`src/rtl/assert_macros.svh`:
```
`ifndef ASSERT_MACROS_SVH
`define ASSERT_MACROS_SVH
// Same-cycle implication, checked out of reset.
`define ASSERT_IMPL(label, clk, rst_n, a, b) \
  label: assert property (@(posedge clk) disable iff (!rst_n) (a) |-> (b)) \
    else $error("assertion failed");
// Next-cycle implication, checked out of reset.
`define ASSERT_NEXT(label, clk, rst_n, a, b) \
  label: assert property (@(posedge clk) disable iff (!rst_n) (a) |=> (b)) \
    else $error("assertion failed");
`endif

```
`src/rtl/ffha_pkg.sv`:
```
package ffha_pkg;
  localparam int HEAP_BYTES   = 65536;
  localparam int MAX_SEGMENTS = 64;
  localparam int HEADER_BYTES = 24;
  localparam int ALIGN_BYTES  = 8;
  localparam int SPLIT_MIN    = 8;
  localparam int IDX_W        = $clog2(MAX_SEGMENTS);
  localparam int LINK_W       = IDX_W + 1;
  localparam int OFF_W        = 16;
  localparam int LEN_W        = 17;
  localparam int SIZE_W       = 18;
  localparam int BRK_W        = 17;

  typedef struct packed {
    logic [OFF_W-1:0]  off;
    logic [LEN_W-1:0]  len;
    logic              free;
    logic [LINK_W-1:0] link;
  } seg_t;

  typedef enum logic [2:0] {
    STS_OK       = 3'd0,
    STS_ZERO     = 3'd1,
    STS_NO_SPACE = 3'd2,
    STS_FULL     = 3'd3,
    STS_NOT_FND  = 3'd4
  } status_t;

  typedef enum logic {
    ACT_ALLOC = 1'b0,
    ACT_FREE  = 1'b1
  } act_t;

  typedef enum logic [3:0] {
    FSM_IDLE,
    FSM_WALK,
    FSM_FIX,
    FSM_APPEND,
    FSM_APP_LNK,
    FSM_MRG,
    FSM_MOVE,
    FSM_SWEEP
  } fsm_t;

  typedef struct packed {
    logic             vld;
    logic [OFF_W-1:0] addr;
    status_t          status;
  } res_t;
endpackage

```
`src/rtl/ffha_seg_ram.sv`:
```
module ffha_seg_ram (
  input  logic                      clk,
  input  logic                      wr_en,
  input  logic [ffha_pkg::IDX_W-1:0] wr_addr,
  input  ffha_pkg::seg_t            wr_data,
  input  logic                      rd_en,
  input  logic [ffha_pkg::IDX_W-1:0] rd_addr,
  output ffha_pkg::seg_t            rd_data
);
  import ffha_pkg::*;

  seg_t mem [MAX_SEGMENTS];

  always_ff @(posedge clk) begin
    if (wr_en) begin
      mem[wr_addr] <= wr_data;
    end
  end

  always_ff @(posedge clk) begin
    if (rd_en) begin
      rd_data <= mem[rd_addr];
    end
  end
endmodule

```
`src/rtl/ffha_ctrl.sv`:
```
module ffha_ctrl (
  input  logic                        clk,
  input  logic                        rst_n,
  input  logic                        start,
  input  logic                        in_action,
  input  logic [16:0]                 in_req_size,
  input  logic [15:0]                 in_address,
  output logic                        busy,
  output logic                        wr_en,
  output logic [ffha_pkg::IDX_W-1:0]  wr_addr,
  output ffha_pkg::seg_t              wr_data,
  output logic                        rd_en,
  output logic [ffha_pkg::IDX_W-1:0]  rd_addr,
  input  ffha_pkg::seg_t              rd_data,
  output ffha_pkg::res_t              res
);
  import ffha_pkg::*;

  fsm_t               state_r, state_nxt;
  logic               act_r, act_nxt;
  logic [SIZE_W-1:0]  size_r, size_nxt;
  logic [OFF_W-1:0]   addr_r, addr_nxt;
  logic [IDX_W-1:0]   cur_r, cur_nxt;
  logic [IDX_W-1:0]   nx_r, nx_nxt;
  seg_t               ent_r, ent_nxt;
  logic [LINK_W-1:0]  cnt_r, cnt_nxt;
  logic [BRK_W-1:0]   brk_r, brk_nxt;
  logic [IDX_W-1:0]   tail_r, tail_nxt;
  logic [LINK_W-1:0]  sw_r, sw_nxt;
  logic               chk_vld_r, chk_vld_nxt;
  logic [IDX_W-1:0]   chk_idx_r, chk_idx_nxt;

  seg_t               e;
  seg_t               mv_src;
  logic [SIZE_W-1:0]  in_size_rnd;
  logic [SIZE_W-1:0]  rem;
  logic               alloc_hit, can_split, free_hit, end_link, nx_ok;
  logic [SIZE_W:0]    need;
  logic [SIZE_W-1:0]  room;
  logic               fits;
  logic [LINK_W-1:0]  last;
  logic [LEN_W-1:0]   mrg_len;
  logic               sweep_done;

  assign e           = rd_data;
  assign in_size_rnd = ({1'b0, in_req_size} + SIZE_W'(ALIGN_BYTES - 1))
                       & ~SIZE_W'(ALIGN_BYTES - 1);
  assign alloc_hit   = e.free && ({1'b0, e.len} >= size_r);
  assign rem         = {1'b0, e.len} - size_r;
  assign can_split   = (rem >= SIZE_W'(HEADER_BYTES + SPLIT_MIN)) && !cnt_r[IDX_W];
  assign free_hit    = ({1'b0, e.off} + 17'(HEADER_BYTES)) == {1'b0, addr_r};
  assign end_link    = e.link[IDX_W];
  assign nx_ok       = !e.link[IDX_W] && (e.link < cnt_r) && (e.link[IDX_W-1:0] != cur_r);
  assign need        = (SIZE_W+1)'(HEADER_BYTES) + {1'b0, size_r};
  assign room        = SIZE_W'(HEAP_BYTES) - {1'b0, brk_r};
  assign fits        = need <= {1'b0, room};
  assign last        = cnt_r - LINK_W'(1);
  assign mrg_len     = LEN_W'({1'b0, ent_r.len} + 18'(HEADER_BYTES) + {1'b0, e.len});
  assign mv_src      = (cur_r == last[IDX_W-1:0]) ? ent_r : e;
  assign sweep_done  = (sw_r == last) && !chk_vld_r;
  assign busy        = (state_r != FSM_IDLE);

  always_ff @(posedge clk) begin
    if (!rst_n) begin
      state_r   <= FSM_IDLE;
      cnt_r     <= '0;
      brk_r     <= '0;
      tail_r    <= '0;
      chk_vld_r <= 1'b0;
    end else begin
      state_r   <= state_nxt;
      cnt_r     <= cnt_nxt;
      brk_r     <= brk_nxt;
      tail_r    <= tail_nxt;
      chk_vld_r <= chk_vld_nxt;
    end
  end

  always_ff @(posedge clk) begin
    act_r     <= act_nxt;
    size_r    <= size_nxt;
    addr_r    <= addr_nxt;
    cur_r     <= cur_nxt;
    nx_r      <= nx_nxt;
    ent_r     <= ent_nxt;
    sw_r      <= sw_nxt;
    chk_idx_r <= chk_idx_nxt;
  end

  // Next state
  always_comb begin
    state_nxt = state_r;
    case (state_r)
      FSM_IDLE: begin
        if (start) begin
          if (in_action == ACT_ALLOC) begin
            if (in_req_size == '0)     state_nxt = FSM_IDLE;
            else if (cnt_r == '0)      state_nxt = FSM_APPEND;
            else                       state_nxt = FSM_WALK;
          end else begin
            if (in_address == '0 || cnt_r == '0) state_nxt = FSM_IDLE;
            else                                 state_nxt = FSM_WALK;
          end
        end
      end
      FSM_WALK: begin
        if (act_r == ACT_ALLOC) begin
          if (alloc_hit)     state_nxt = can_split ? FSM_FIX : FSM_IDLE;
          else if (end_link) state_nxt = FSM_APPEND;
        end else begin
          if (free_hit)      state_nxt = nx_ok ? FSM_MRG : FSM_IDLE;
          else if (end_link) state_nxt = FSM_IDLE;
        end
      end
      FSM_FIX:     state_nxt = FSM_IDLE;
      FSM_APPEND: begin
        if (cnt_r[IDX_W] || !fits || cnt_r == '0) state_nxt = FSM_IDLE;
        else                                      state_nxt = FSM_APP_LNK;
      end
      FSM_APP_LNK: state_nxt = FSM_IDLE;
      FSM_MRG: begin
        if (e.free && ({1'b0, nx_r} != last)) state_nxt = FSM_MOVE;
        else                                  state_nxt = FSM_IDLE;
      end
      FSM_MOVE:    state_nxt = FSM_SWEEP;
      FSM_SWEEP:   if (sweep_done) state_nxt = FSM_IDLE;
      default:     state_nxt = FSM_IDLE;
    endcase
  end

  // Datapath, memory ports and result
  always_comb begin
    act_nxt     = act_r;
    size_nxt    = size_r;
    addr_nxt    = addr_r;
    cur_nxt     = cur_r;
    nx_nxt      = nx_r;
    ent_nxt     = ent_r;
    cnt_nxt     = cnt_r;
    brk_nxt     = brk_r;
    tail_nxt    = tail_r;
    sw_nxt      = sw_r;
    chk_vld_nxt = 1'b0;
    chk_idx_nxt = chk_idx_r;
    wr_en       = 1'b0;
    wr_addr     = cur_r;
    wr_data     = e;
    rd_en       = 1'b0;
    rd_addr     = '0;
    res.vld     = 1'b0;
    res.addr    = '0;
    res.status  = STS_OK;
    case (state_r)
      FSM_IDLE: begin
        if (start) begin
          act_nxt  = in_action;
          size_nxt = in_size_rnd;
          addr_nxt = in_address;
          cur_nxt  = '0;
          rd_en    = 1'b1;
          if (in_action == ACT_ALLOC && in_req_size == '0) begin
            res.vld    = 1'b1;
            res.status = STS_ZERO;
          end else if (in_action == ACT_FREE && in_address == '0) begin
            res.vld    = 1'b1;
            res.status = STS_ZERO;
          end else if (in_action == ACT_FREE && cnt_r == '0) begin
            res.vld    = 1'b1;
            res.status = STS_NOT_FND;
          end
        end
      end
      FSM_WALK: begin
        ent_nxt = e;
        if (act_r == ACT_ALLOC) begin
          if (alloc_hit) begin
            if (can_split) begin
              // split off the tail as a new free segment in the next slot
              wr_en         = 1'b1;
              wr_addr       = cnt_r[IDX_W-1:0];
              wr_data.off   = OFF_W'({1'b0, e.off} + 17'(HEADER_BYTES) + size_r[16:0]);
              wr_data.len   = LEN_W'(rem - SIZE_W'(HEADER_BYTES));
              wr_data.free  = 1'b1;
              wr_data.link  = e.link;
              if (tail_r == cur_r) tail_nxt = cnt_r[IDX_W-1:0];
              cnt_nxt       = cnt_r + LINK_W'(1);
            end else begin
              wr_en        = 1'b1;
              wr_data.free = 1'b0;
              res.vld      = 1'b1;
              res.addr     = e.off + OFF_W'(HEADER_BYTES);
            end
          end else if (!end_link) begin
            rd_en   = 1'b1;
            rd_addr = e.link[IDX_W-1:0];
            cur_nxt = e.link[IDX_W-1:0];
          end
        end else begin
          if (free_hit) begin
            wr_en        = 1'b1;
            wr_data.free = 1'b1;
            ent_nxt.free = 1'b1;
            nx_nxt       = e.link[IDX_W-1:0];
            if (nx_ok) begin
              rd_en   = 1'b1;
              rd_addr = e.link[IDX_W-1:0];
            end else begin
              res.vld = 1'b1;
            end
          end else if (end_link) begin
            res.vld    = 1'b1;
            res.status = STS_NOT_FND;
          end else begin
            rd_en   = 1'b1;
            rd_addr = e.link[IDX_W-1:0];
            cur_nxt = e.link[IDX_W-1:0];
          end
        end
      end
      FSM_FIX: begin
        wr_en        = 1'b1;
        wr_data      = ent_r;
        wr_data.len  = size_r[LEN_W-1:0];
        wr_data.free = 1'b0;
        wr_data.link = cnt_r - LINK_W'(1);
        res.vld      = 1'b1;
        res.addr     = ent_r.off + OFF_W'(HEADER_BYTES);
      end
      FSM_APPEND: begin
        if (cnt_r[IDX_W]) begin
          res.vld    = 1'b1;
          res.status = STS_FULL;
        end else if (!fits) begin
          res.vld    = 1'b1;
          res.status = STS_NO_SPACE;
        end else begin
          wr_en        = 1'b1;
          wr_addr      = cnt_r[IDX_W-1:0];
          wr_data.off  = brk_r[OFF_W-1:0];
          wr_data.len  = size_r[LEN_W-1:0];
          wr_data.free = 1'b0;
          wr_data.link = LINK_W'(MAX_SEGMENTS);
          ent_nxt      = wr_data;
          brk_nxt      = BRK_W'({1'b0, brk_r} + need[BRK_W:0]);
          cnt_nxt      = cnt_r + LINK_W'(1);
          tail_nxt     = cnt_r[IDX_W-1:0];
          cur_nxt      = tail_r;
          nx_nxt       = cnt_r[IDX_W-1:0];
          if (cnt_r == '0) begin
            res.vld  = 1'b1;
            res.addr = brk_r[OFF_W-1:0] + OFF_W'(HEADER_BYTES);
          end else begin
            rd_en   = 1'b1;
            rd_addr = tail_r;
          end
        end
      end
      FSM_APP_LNK: begin
        // link the old tail to the new segment
        wr_en        = 1'b1;
        wr_data      = e;
        wr_data.link = {1'b0, nx_r};
        res.vld      = 1'b1;
        res.addr     = ent_r.off + OFF_W'(HEADER_BYTES);
      end
      FSM_MRG: begin
        if (e.free) begin
          wr_en        = 1'b1;
          wr_data      = ent_r;
          wr_data.len  = mrg_len;
          wr_data.link = e.link;
          ent_nxt      = wr_data;
          if (tail_r == nx_r) tail_nxt = cur_r;
          if ({1'b0, nx_r} == last) begin
            cnt_nxt = last;
            res.vld = 1'b1;
          end else begin
            rd_en   = 1'b1;
            rd_addr = last[IDX_W-1:0];
          end
        end else begin
          res.vld = 1'b1;
        end
      end
      FSM_MOVE: begin
        // move the last slot into the released one; forward the merged
        // entry when it was the last slot itself
        wr_en   = 1'b1;
        wr_addr = nx_r;
        wr_data = mv_src;
        if (tail_r == last[IDX_W-1:0]) tail_nxt = nx_r;
        sw_nxt  = '0;
      end
      FSM_SWEEP: begin
        if (sw_r != last) begin
          rd_en       = 1'b1;
          rd_addr     = sw_r[IDX_W-1:0];
          sw_nxt      = sw_r + LINK_W'(1);
          chk_vld_nxt = 1'b1;
          chk_idx_nxt = sw_r[IDX_W-1:0];
        end
        if (chk_vld_r && e.link == last) begin
          wr_en        = 1'b1;
          wr_addr      = chk_idx_r;
          wr_data      = e;
          wr_data.link = {1'b0, nx_r};
        end
        if (sweep_done) begin
          cnt_nxt = last;
          res.vld = 1'b1;
        end
      end
      default: ;
    endcase
  end
endmodule

```
`src/rtl/first_fit_heap_allocator_top.sv`:
```
// Zero-size, null and empty-table free requests finish straight from idle; others walk
// the segment list, then split or append where needed, and a merge that frees a slot
// also moves the last slot into it and sweeps the table to relink it.
// Throughput: one transaction at a time, set by the list walk (one segment per
// cycle) and the relink sweep.
// Reset: synchronous active-low rst_n clears count, break and tail; table is unset.
`include "assert_macros.svh"

module first_fit_heap_allocator_top (
  input  logic        clk,
  input  logic        rst_n,
  input  logic        start,
  output logic        busy,
  input  logic        in_action,
  input  logic [16:0] in_req_size,
  input  logic [15:0] in_address,
  output logic        out_valid,
  output logic [15:0] out_payload_addr,
  output logic [2:0]  out_status
);
  import ffha_pkg::*;

  logic             wr_en;
  logic [IDX_W-1:0] wr_addr;
  seg_t             wr_data;
  logic             rd_en;
  logic [IDX_W-1:0] rd_addr;
  seg_t             rd_data;
  res_t             res;
  logic             out_valid_r;
  logic [15:0]      out_addr_r;
  logic [2:0]       out_status_r;

  // Segment table: offset, length, free flag and link packed per entry
  ffha_seg_ram u_ram (
    .clk     (clk),
    .wr_en   (wr_en),
    .wr_addr (wr_addr),
    .wr_data (wr_data),
    .rd_en   (rd_en),
    .rd_addr (rd_addr),
    .rd_data (rd_data)
  );

  // Sequencer: walks the list, splits, appends and merges
  ffha_ctrl u_ctrl (
    .clk         (clk),
    .rst_n       (rst_n),
    .start       (start),
    .in_action   (in_action),
    .in_req_size (in_req_size),
    .in_address  (in_address),
    .busy        (busy),
    .wr_en       (wr_en),
    .wr_addr     (wr_addr),
    .wr_data     (wr_data),
    .rd_en       (rd_en),
    .rd_addr     (rd_addr),
    .rd_data     (rd_data),
    .res         (res)
  );

  // Register the result: strobe for one cycle, receiver cannot stall
  always_ff @(posedge clk) begin
    if (!rst_n) begin
      out_valid_r <= 1'b0;
    end else begin
      out_valid_r <= res.vld;
    end
  end

  always_ff @(posedge clk) begin
    if (res.vld) begin
      out_addr_r   <= res.addr;
      out_status_r <= res.status;
    end
  end

  assign out_valid        = out_valid_r;
  assign out_payload_addr = out_addr_r;
  assign out_status       = out_status_r;

  // An accepted transaction either finishes at once or keeps the block busy
  `ASSERT_NEXT(a_accept_progress, clk, rst_n, start && !busy, busy || out_valid)
  // A failed transaction never reports an address
  `ASSERT_IMPL(a_fail_no_addr, clk, rst_n, out_valid && out_status != STS_OK, out_payload_addr == '0)
  // A result ends the transaction: the block is free again unless a new start was taken
  `ASSERT_IMPL(a_result_idle, clk, rst_n, out_valid, !busy || $past(start))
endmodule
```
`config.mk`:
```
export PLATFORM = sky130hd
export DESIGN_NAME = first_fit_heap_allocator_top
export DESIGN_NICKNAME = d
export VERILOG_FILES = /design/src/rtl/ffha_pkg.sv /design/src/rtl/ffha_seg_ram.sv /design/src/rtl/ffha_ctrl.sv /design/src/rtl/first_fit_heap_allocator_top.sv
export VERILOG_INCLUDE_DIRS = /design/src /design/src/rtl
export SDC_FILE = /design/constraint.sdc
export NUM_CORES = 2
export LEC_CHECK = 0
export ABC_AREA = 1
export BUFFER_PORTS_ARGS = -buffer_cell sky130_fd_sc_hd__buf_4
export CORE_MARGIN = 2
export CORE_UTILIZATION = 45
export CTS_CLUSTER_SIZE = 20
export DETAILED_ROUTE_END_ITERATION = 8
export PLACE_DENSITY = 0.56
export SYNTH_ARGS = -nofsm -noshare
export SYNTH_HDL_FRONTEND = slang
export SYNTH_SLANG_ARGS = --single-unit
```
`constraint.sdc`:
```
create_clock -name clk -period 8.49 [get_ports clk]
set_input_delay 0.849 -clock clk [delete_from_list [all_inputs] [get_ports clk]]
set_output_delay 0.849 -clock clk [all_outputs]
set_load 0.01 [all_outputs]
```
# Yosys cells after proc, flatten, opt, wreduce, memory -nomap -nowiden
# Memory sizes are Yosys's and may differ from the RTL's. A register that Yosys moved wholly into a read port is not among the register bits.
# Index checks and enable logic that the tools add are counted.
# word_totals
regBits	153
mem_bits_rw	2624
out_inout_bits	21
wordCells	263
memories	1
# memory_table
memory	words	width	read_ports	rd_ports_with_merged_regs	write_ports	line_no	rtl
u_ram.mem	64	41	1	1	1	ffha_seg_ram.sv:12	seg_t mem [MAX_SEGMENTS];
# classes
addsub	16
n_lt_le_gt_ge	4
n_eq_ne	37
n_mux	139
bitwise_logic	3
n_reduce_logical	43
# ops
op	count
2-to-1 mux 41 bit	7
one-hot mux 41 bit (7 select lines)	1
2-to-1 mux 6 bit	35
one-hot mux 41 bit (3 select lines)	1
2-to-1 mux 7 bit	11
one-hot mux 6 bit (4 select lines)	3
2-to-1 mux 33 bit	2
2-to-1 mux 17 bit	3
adder 16 x 5 -> 16 bit (second input constant)	3
2-to-1 mux 16 bit	3
one-hot mux 16 bit (3 select lines)	1
2-to-1 mux 1 bit	39
2-to-1 mux 4 bit	9
adder 17 bit	2
2-to-1 mux 3 bit	11
one-hot mux 7 bit (4 select lines)	1
2-to-1 mux 25 bit	1
== test 6 bit	4
one-hot mux 4 bit (6 select lines)	1
inequality test 2 x 1 -> 1 bit (second input constant)	11
adder 5 x 18 -> 19 bit (first input constant)	1
<= comparator 19 x 18 -> 1 bit	1
adder 17 x 3 -> 18 bit (second input constant)	1
>= comparator 17 x 18 -> 1 bit	1
52 further kinds	89

# Longest topological paths before layout
# logic_depth
ltp_word	7
depth_mapped	34

# Hierarchy
# A second synthesis with hierarchy kept.
# hier_totals
cells_unflattened	10944
area_unflattened_um2	122025.8
# by_module_without_submodules
mod	instances	cells_each	area_each_um2	seq_area_each_um2
ffha_seg_ram	1	8676	106671.1	80026.8
ffha_ctrl	1	2246	14756.7	3563.4
first_fit_heap_allocator_top	1	22	598.1	590.6

# Worst setup path after synthesis
# No wires, ideal clock.
# synth_timing
path_kind	reg-to-reg
startpoint	register u_ctrl.size_r[4]
endpoint	memory u_ram.mem[0][25] in the netlist's numbering, data pin
setup_ps	702
arrival_ps	5652
required_time_ps	7788
setup_slack_ps	2137
stages_incl_launch_ff	24
path_buffers	0
period_less_slack_ps	6353
path_cell_list	edfxtp_1 > inv_1 > ha_1 > nor3_1 > nand3_1 > nor2_1 > nand3_1 > nor2_1 > nand2_1 > nor3_1 > xor2_1 > ha_1 > nand3_1 > nor2_1 > nand2_1 > nand2_1 > nand2_2 > nor2_1 > inv_1 > nand2_1 > nor2_1 > clkinv_1 > nor3_1 > o21ai_0
# synth_lines
item	line_no	rtl
from (decl)	ffha_ctrl.sv:21	logic [SIZE_W-1:0] size_r, size_nxt;
from (signal assigned)	ffha_ctrl.sv:81	size_r <= size_nxt;
to (decl)	ffha_seg_ram.sv:12	

# Worst setup path in the final report
# layout_timing
startpoint	register u_ram.rd_data[28] (netlist name)
endpoint	register u_ram.rd_data[31] (netlist name)
# layout_via
elab_chain_len	5
word_cells_on_any_way	8
classes_between	add/sub: 1; eq/ne: 1; mux: 6
# layout_rtl
item	line_no	rtl
adder 16 x 5 -> 17 bit (*)	ffha_ctrl.sv:51	assign free_hit = ({1'b0, e.off} + 17'(HEADER_BYTES)) == {1'b0, addr_r};
== test 17 x 16 -> 1 bit (*)	ffha_ctrl.sv:51	
2-to-1 mux 1 bit / 2-to-1 mux 6 bit (equally long branches)	ffha_ctrl.sv:199	if (free_hit) begin
2-to-1 mux 1 bit / 2-to-1 mux 6 bit (equally long branches)	ffha_ctrl.sv:175	if (act_r == ACT_ALLOC) begin
one-hot mux 1 bit (5 select lines) / one-hot mux 6 bit (4 select lines) (equally long branches)	ffha_ctrl.sv:153	case (state_r)
# Mark *: on every way between the ends. The rest lies on a longest branch, timed or not.
# A chain may end at the register's enable or synchronous reset.

==> impl_metrics.toml <==
[pwr]
cellPowerDensity_nw_per_um2 = 362.3
leakage_nw = 48.17
power_w = 0.05016
vdd_drop_max_mv = 0.3878

[placement]
place_hpwl_mm = 231.2
pre_cts_ws_ps = 1811
port_buffers = 57
place.gp.congestion = 0.9582

[cts]
clk_latency_ps = 930
clock-sinks = 2814
cts_buffers = 308
postCtsSetupBuffers = 0
htree_levels = 5
tritoncts = "built"
cts_buffer_depth = 4
holdBufCountCts = 0
cts_resized = 0
clkTransAtPathRegs_ps = 60
cts-root-buf = "clkbuf_16"

[sta]
fin_ws_ps = 1618
setup_viol = 0
fin_setup_tns_ps = 0
rsz0062_at_grt = "false"
fmax_mhz = 145.5
clock-skew-final_ps = 45.97
hold_viol_final = 0
period_share = 0.8094
tightestPinTransition_ps = 1256
finalCriticalPeriod_ps = 6872
slew_viol_final = 0
relSlewSlack = 0.1629

[logic_synthesis]
async_flop_share = 0
synth-edff-count = 2782
ys_seq_elements = 2814
avgSynthCellArea_sq_um = 11.37
synth-main-ff-cell = "edfxtp_1"
synth_area_sq_um = 123000
yosysWarnings = 0
synth_seq_area_share = 0.6843
synthCells = 10820
ys_types = 60
synth_fp_nets = 10960

[layout]
layout-drive-gt1-share = 0.08637
regArea_sq_um = 84180
n_fill_cell = 23580
area_delta_synth_final_pct = 12.53
multi_input_area_sq_um = 34910
nets = 10860
final_common_cell = "nand3_1"
mostFrequentLayoutCells = "3,885 x nand3_1, 2,782 x edfxtp_1, 1,914 x nand2_1"

[die]
dieHeight_um = 526.9
core_sq_um = 271500
rows = 191
die_w_um = 526.9
top_level_ports = 58
start_util = 0.4532
die_area_sq_um = 277600

[worst_setup_path]
crit_path_start_kind = "flip-flop"
criticalPathCategory = "reg -> reg"
end_kind = "flip-flop"
cpMostUsedCell = "nand2_1"
cp_max_fo = 192
path_buf_inv = 5
critPathArrivalTime_ps = 7650
required_ps = 9270
critical-path-top-delay-family = "simple AND/OR/NAND/NOR gates"
crit_slowest_cell = "edfxtp_1"
slowest_delay_ps = 830

[route]
wl_met2_mm = 187.1
wl_mm = 399.0
route.met3.wl_mm = 30.67
vias = 88570
antenna_left = 0
drcViolationCount = 0
wl_met1_mm = 168.4
via_per_inst = 6.091
drt_iter0_markers = 10960
drtPass1Iterations = 6
top_layer = "met5"
wire_per_inst_um = 27.44

[global_routing]
grt_pass1_wl_mm = 583.5
overflow = 0
grt_max_degree = 193
grtUsageTotal = 0.2806
antenna_found_initial = 7
grt_pass1_vias = 83840

[flow_run]
drv_cap = 0

[worst_hold_path]
min_path_type = "in -> reg"

[outcome]
status = "completed"
## cells by family after synthesis
family	count (synthesis)	synth area share
simple gates	6213	0.2319
fa+ha+maj	104	0.01082
compound gates	496	0.02491
xor+xnor	107	0.007790
flops	2814	0.6843
buf+inv	1086	0.04031
## cell usage after synthesis, types with 15 or more instances
cell / instances / area [sq um]
o2111ai_1: 18 / 157.7
o221ai_1: 24 / 210.2
inv_2: 20 / 75.07
nand4_1: 26 / 162.7
buf_1: 43 / 161.4
a21oi_1: 146 / 730.7
nand2_1: 1915 / 7188
xor2_1: 83 / 727.0
nor3_1: 53 / 265.3
buf_6: 15 / 168.9
a221oi_1: 16 / 140.1
nand3_1: 3888 / 19460
inv_1: 290 / 1089
ha_1: 100 / 1251
clkbuf_1: 145 / 544.3
o21ai_0: 122 / 610.6
edfxtp_1: 2782 / 83540
xnor2_1: 22 / 192.7
o211ai_1: 28 / 210.2
buf_2: 534 / 2673
buf_4: 26 / 195.2
dfxtp_1: 32 / 640.6
nor2_1: 273 / 1025
o22ai_1: 63 / 394.1
## report_power, final
group	switching (W)	internal [W]	total [W]
clock	0.00570	0.00756	0.0133
sequential	0.000727	0.0196	0.0203
combinational	0.0129	0.00370	0.0166
total	0.0193	0.0309	0.0502
## metal layers
| metal | up-vias | global-route usage |
|---|---|---|
| met4 | 2 | 0.08963 |
| met3 | 709 | 0.03734 |
| li1 | 39360 | - |
| met2 | 4100 | 0.4487 |
| met1 | 44400 | 0.3979 |
| met5 | - | 0 |
## stage by stage
stage / cell area (sq um) / instances / util / hold slack [ps]
after CTS: 138400 / 14530 / 0.5099 / 66.57
after detailed placement: 128600 / 13980 / 0.4735 / 518.3
after global placement: 128600 / 13980 / 0.4735 / 531.6
after floorplan: 123000 / 10820 / - / 474.3
final: 138400 / 14540 / 0.5100 / 120.5
after global routing: 138400 / 14540 / 0.5099 / 101.1
## worst paths after layout
path / from / endpoint / slack (ps) / cells past startpoint
worst min-delay path: in_address[2] / u_ctrl.addr_r[2]$_DFFE_PP_ / 120 / 1
worst min register to register: u_ctrl.sw_r[3]$_SDFFCE_PP0P_ / u_ctrl.chk_idx_r[3]$_DFFE_PP_ / 550 / 0
worst max-delay path: u_ram.rd_data[28]$_DFFE_PP_ / u_ram.rd_data[31]$_DFFE_PP_ / 1620 / 26
worst max register to register: u_ram.rd_data[28]$_DFFE_PP_ / u_ram.rd_data[31]$_DFFE_PP_ / 1620 / 26
## flip-flops by register name, summed over array words and instances (netlist names), 3 cells and up
name	count
u_ctrl.addr_r	16
u_ctrl.chk_idx_r	6
u_ctrl.tail_r	6
u_ctrl.brk_r	14
u_ctrl.state_r	3
out_status	3
u_ctrl.sw_r	7
u_ctrl.cnt_r	7
u_ram.mem	2624
u_ctrl.ent_r	41
u_ram.rd_data	41
out_payload_addr	16
u_ctrl.nx_r	6
u_ctrl.cur_r	6
u_ctrl.size_r	15
## worst reg2reg max path: stages (launching register included)
cell      delay [ps]
edfxtp_1         830
inv_2            330
ha_1             460
inv_1            170
nand2_1           70
nand2_1           70
nand2_1           50
nor2_1            80
nand3_1          150
nor2_1           140
nand2_1           60
nor2_1           210
nand3_2          200
nor2_4           160
nand2_1          100
nand4_1          300
buf_4            350
buf_4            650
buf_12           750
nand3_1          390
nand3_1          140
nand3_1          120
nand3_1          220
nand3_1          390
nand2_1          210
nand2_1           70
nand2_1           80
## layout make-up
class,count,area share
clock buffers,365,0.05783
clock inverters,192,0.01348
flip-flops and latches,2814,0.6080
multi-input cells,6920,0.2521
well taps,3570,0.03226
diodes,6,0.0001085
inverters,323,0.009019
repair buffers,350,0.02711
Power figures use the tool's default switching activity.
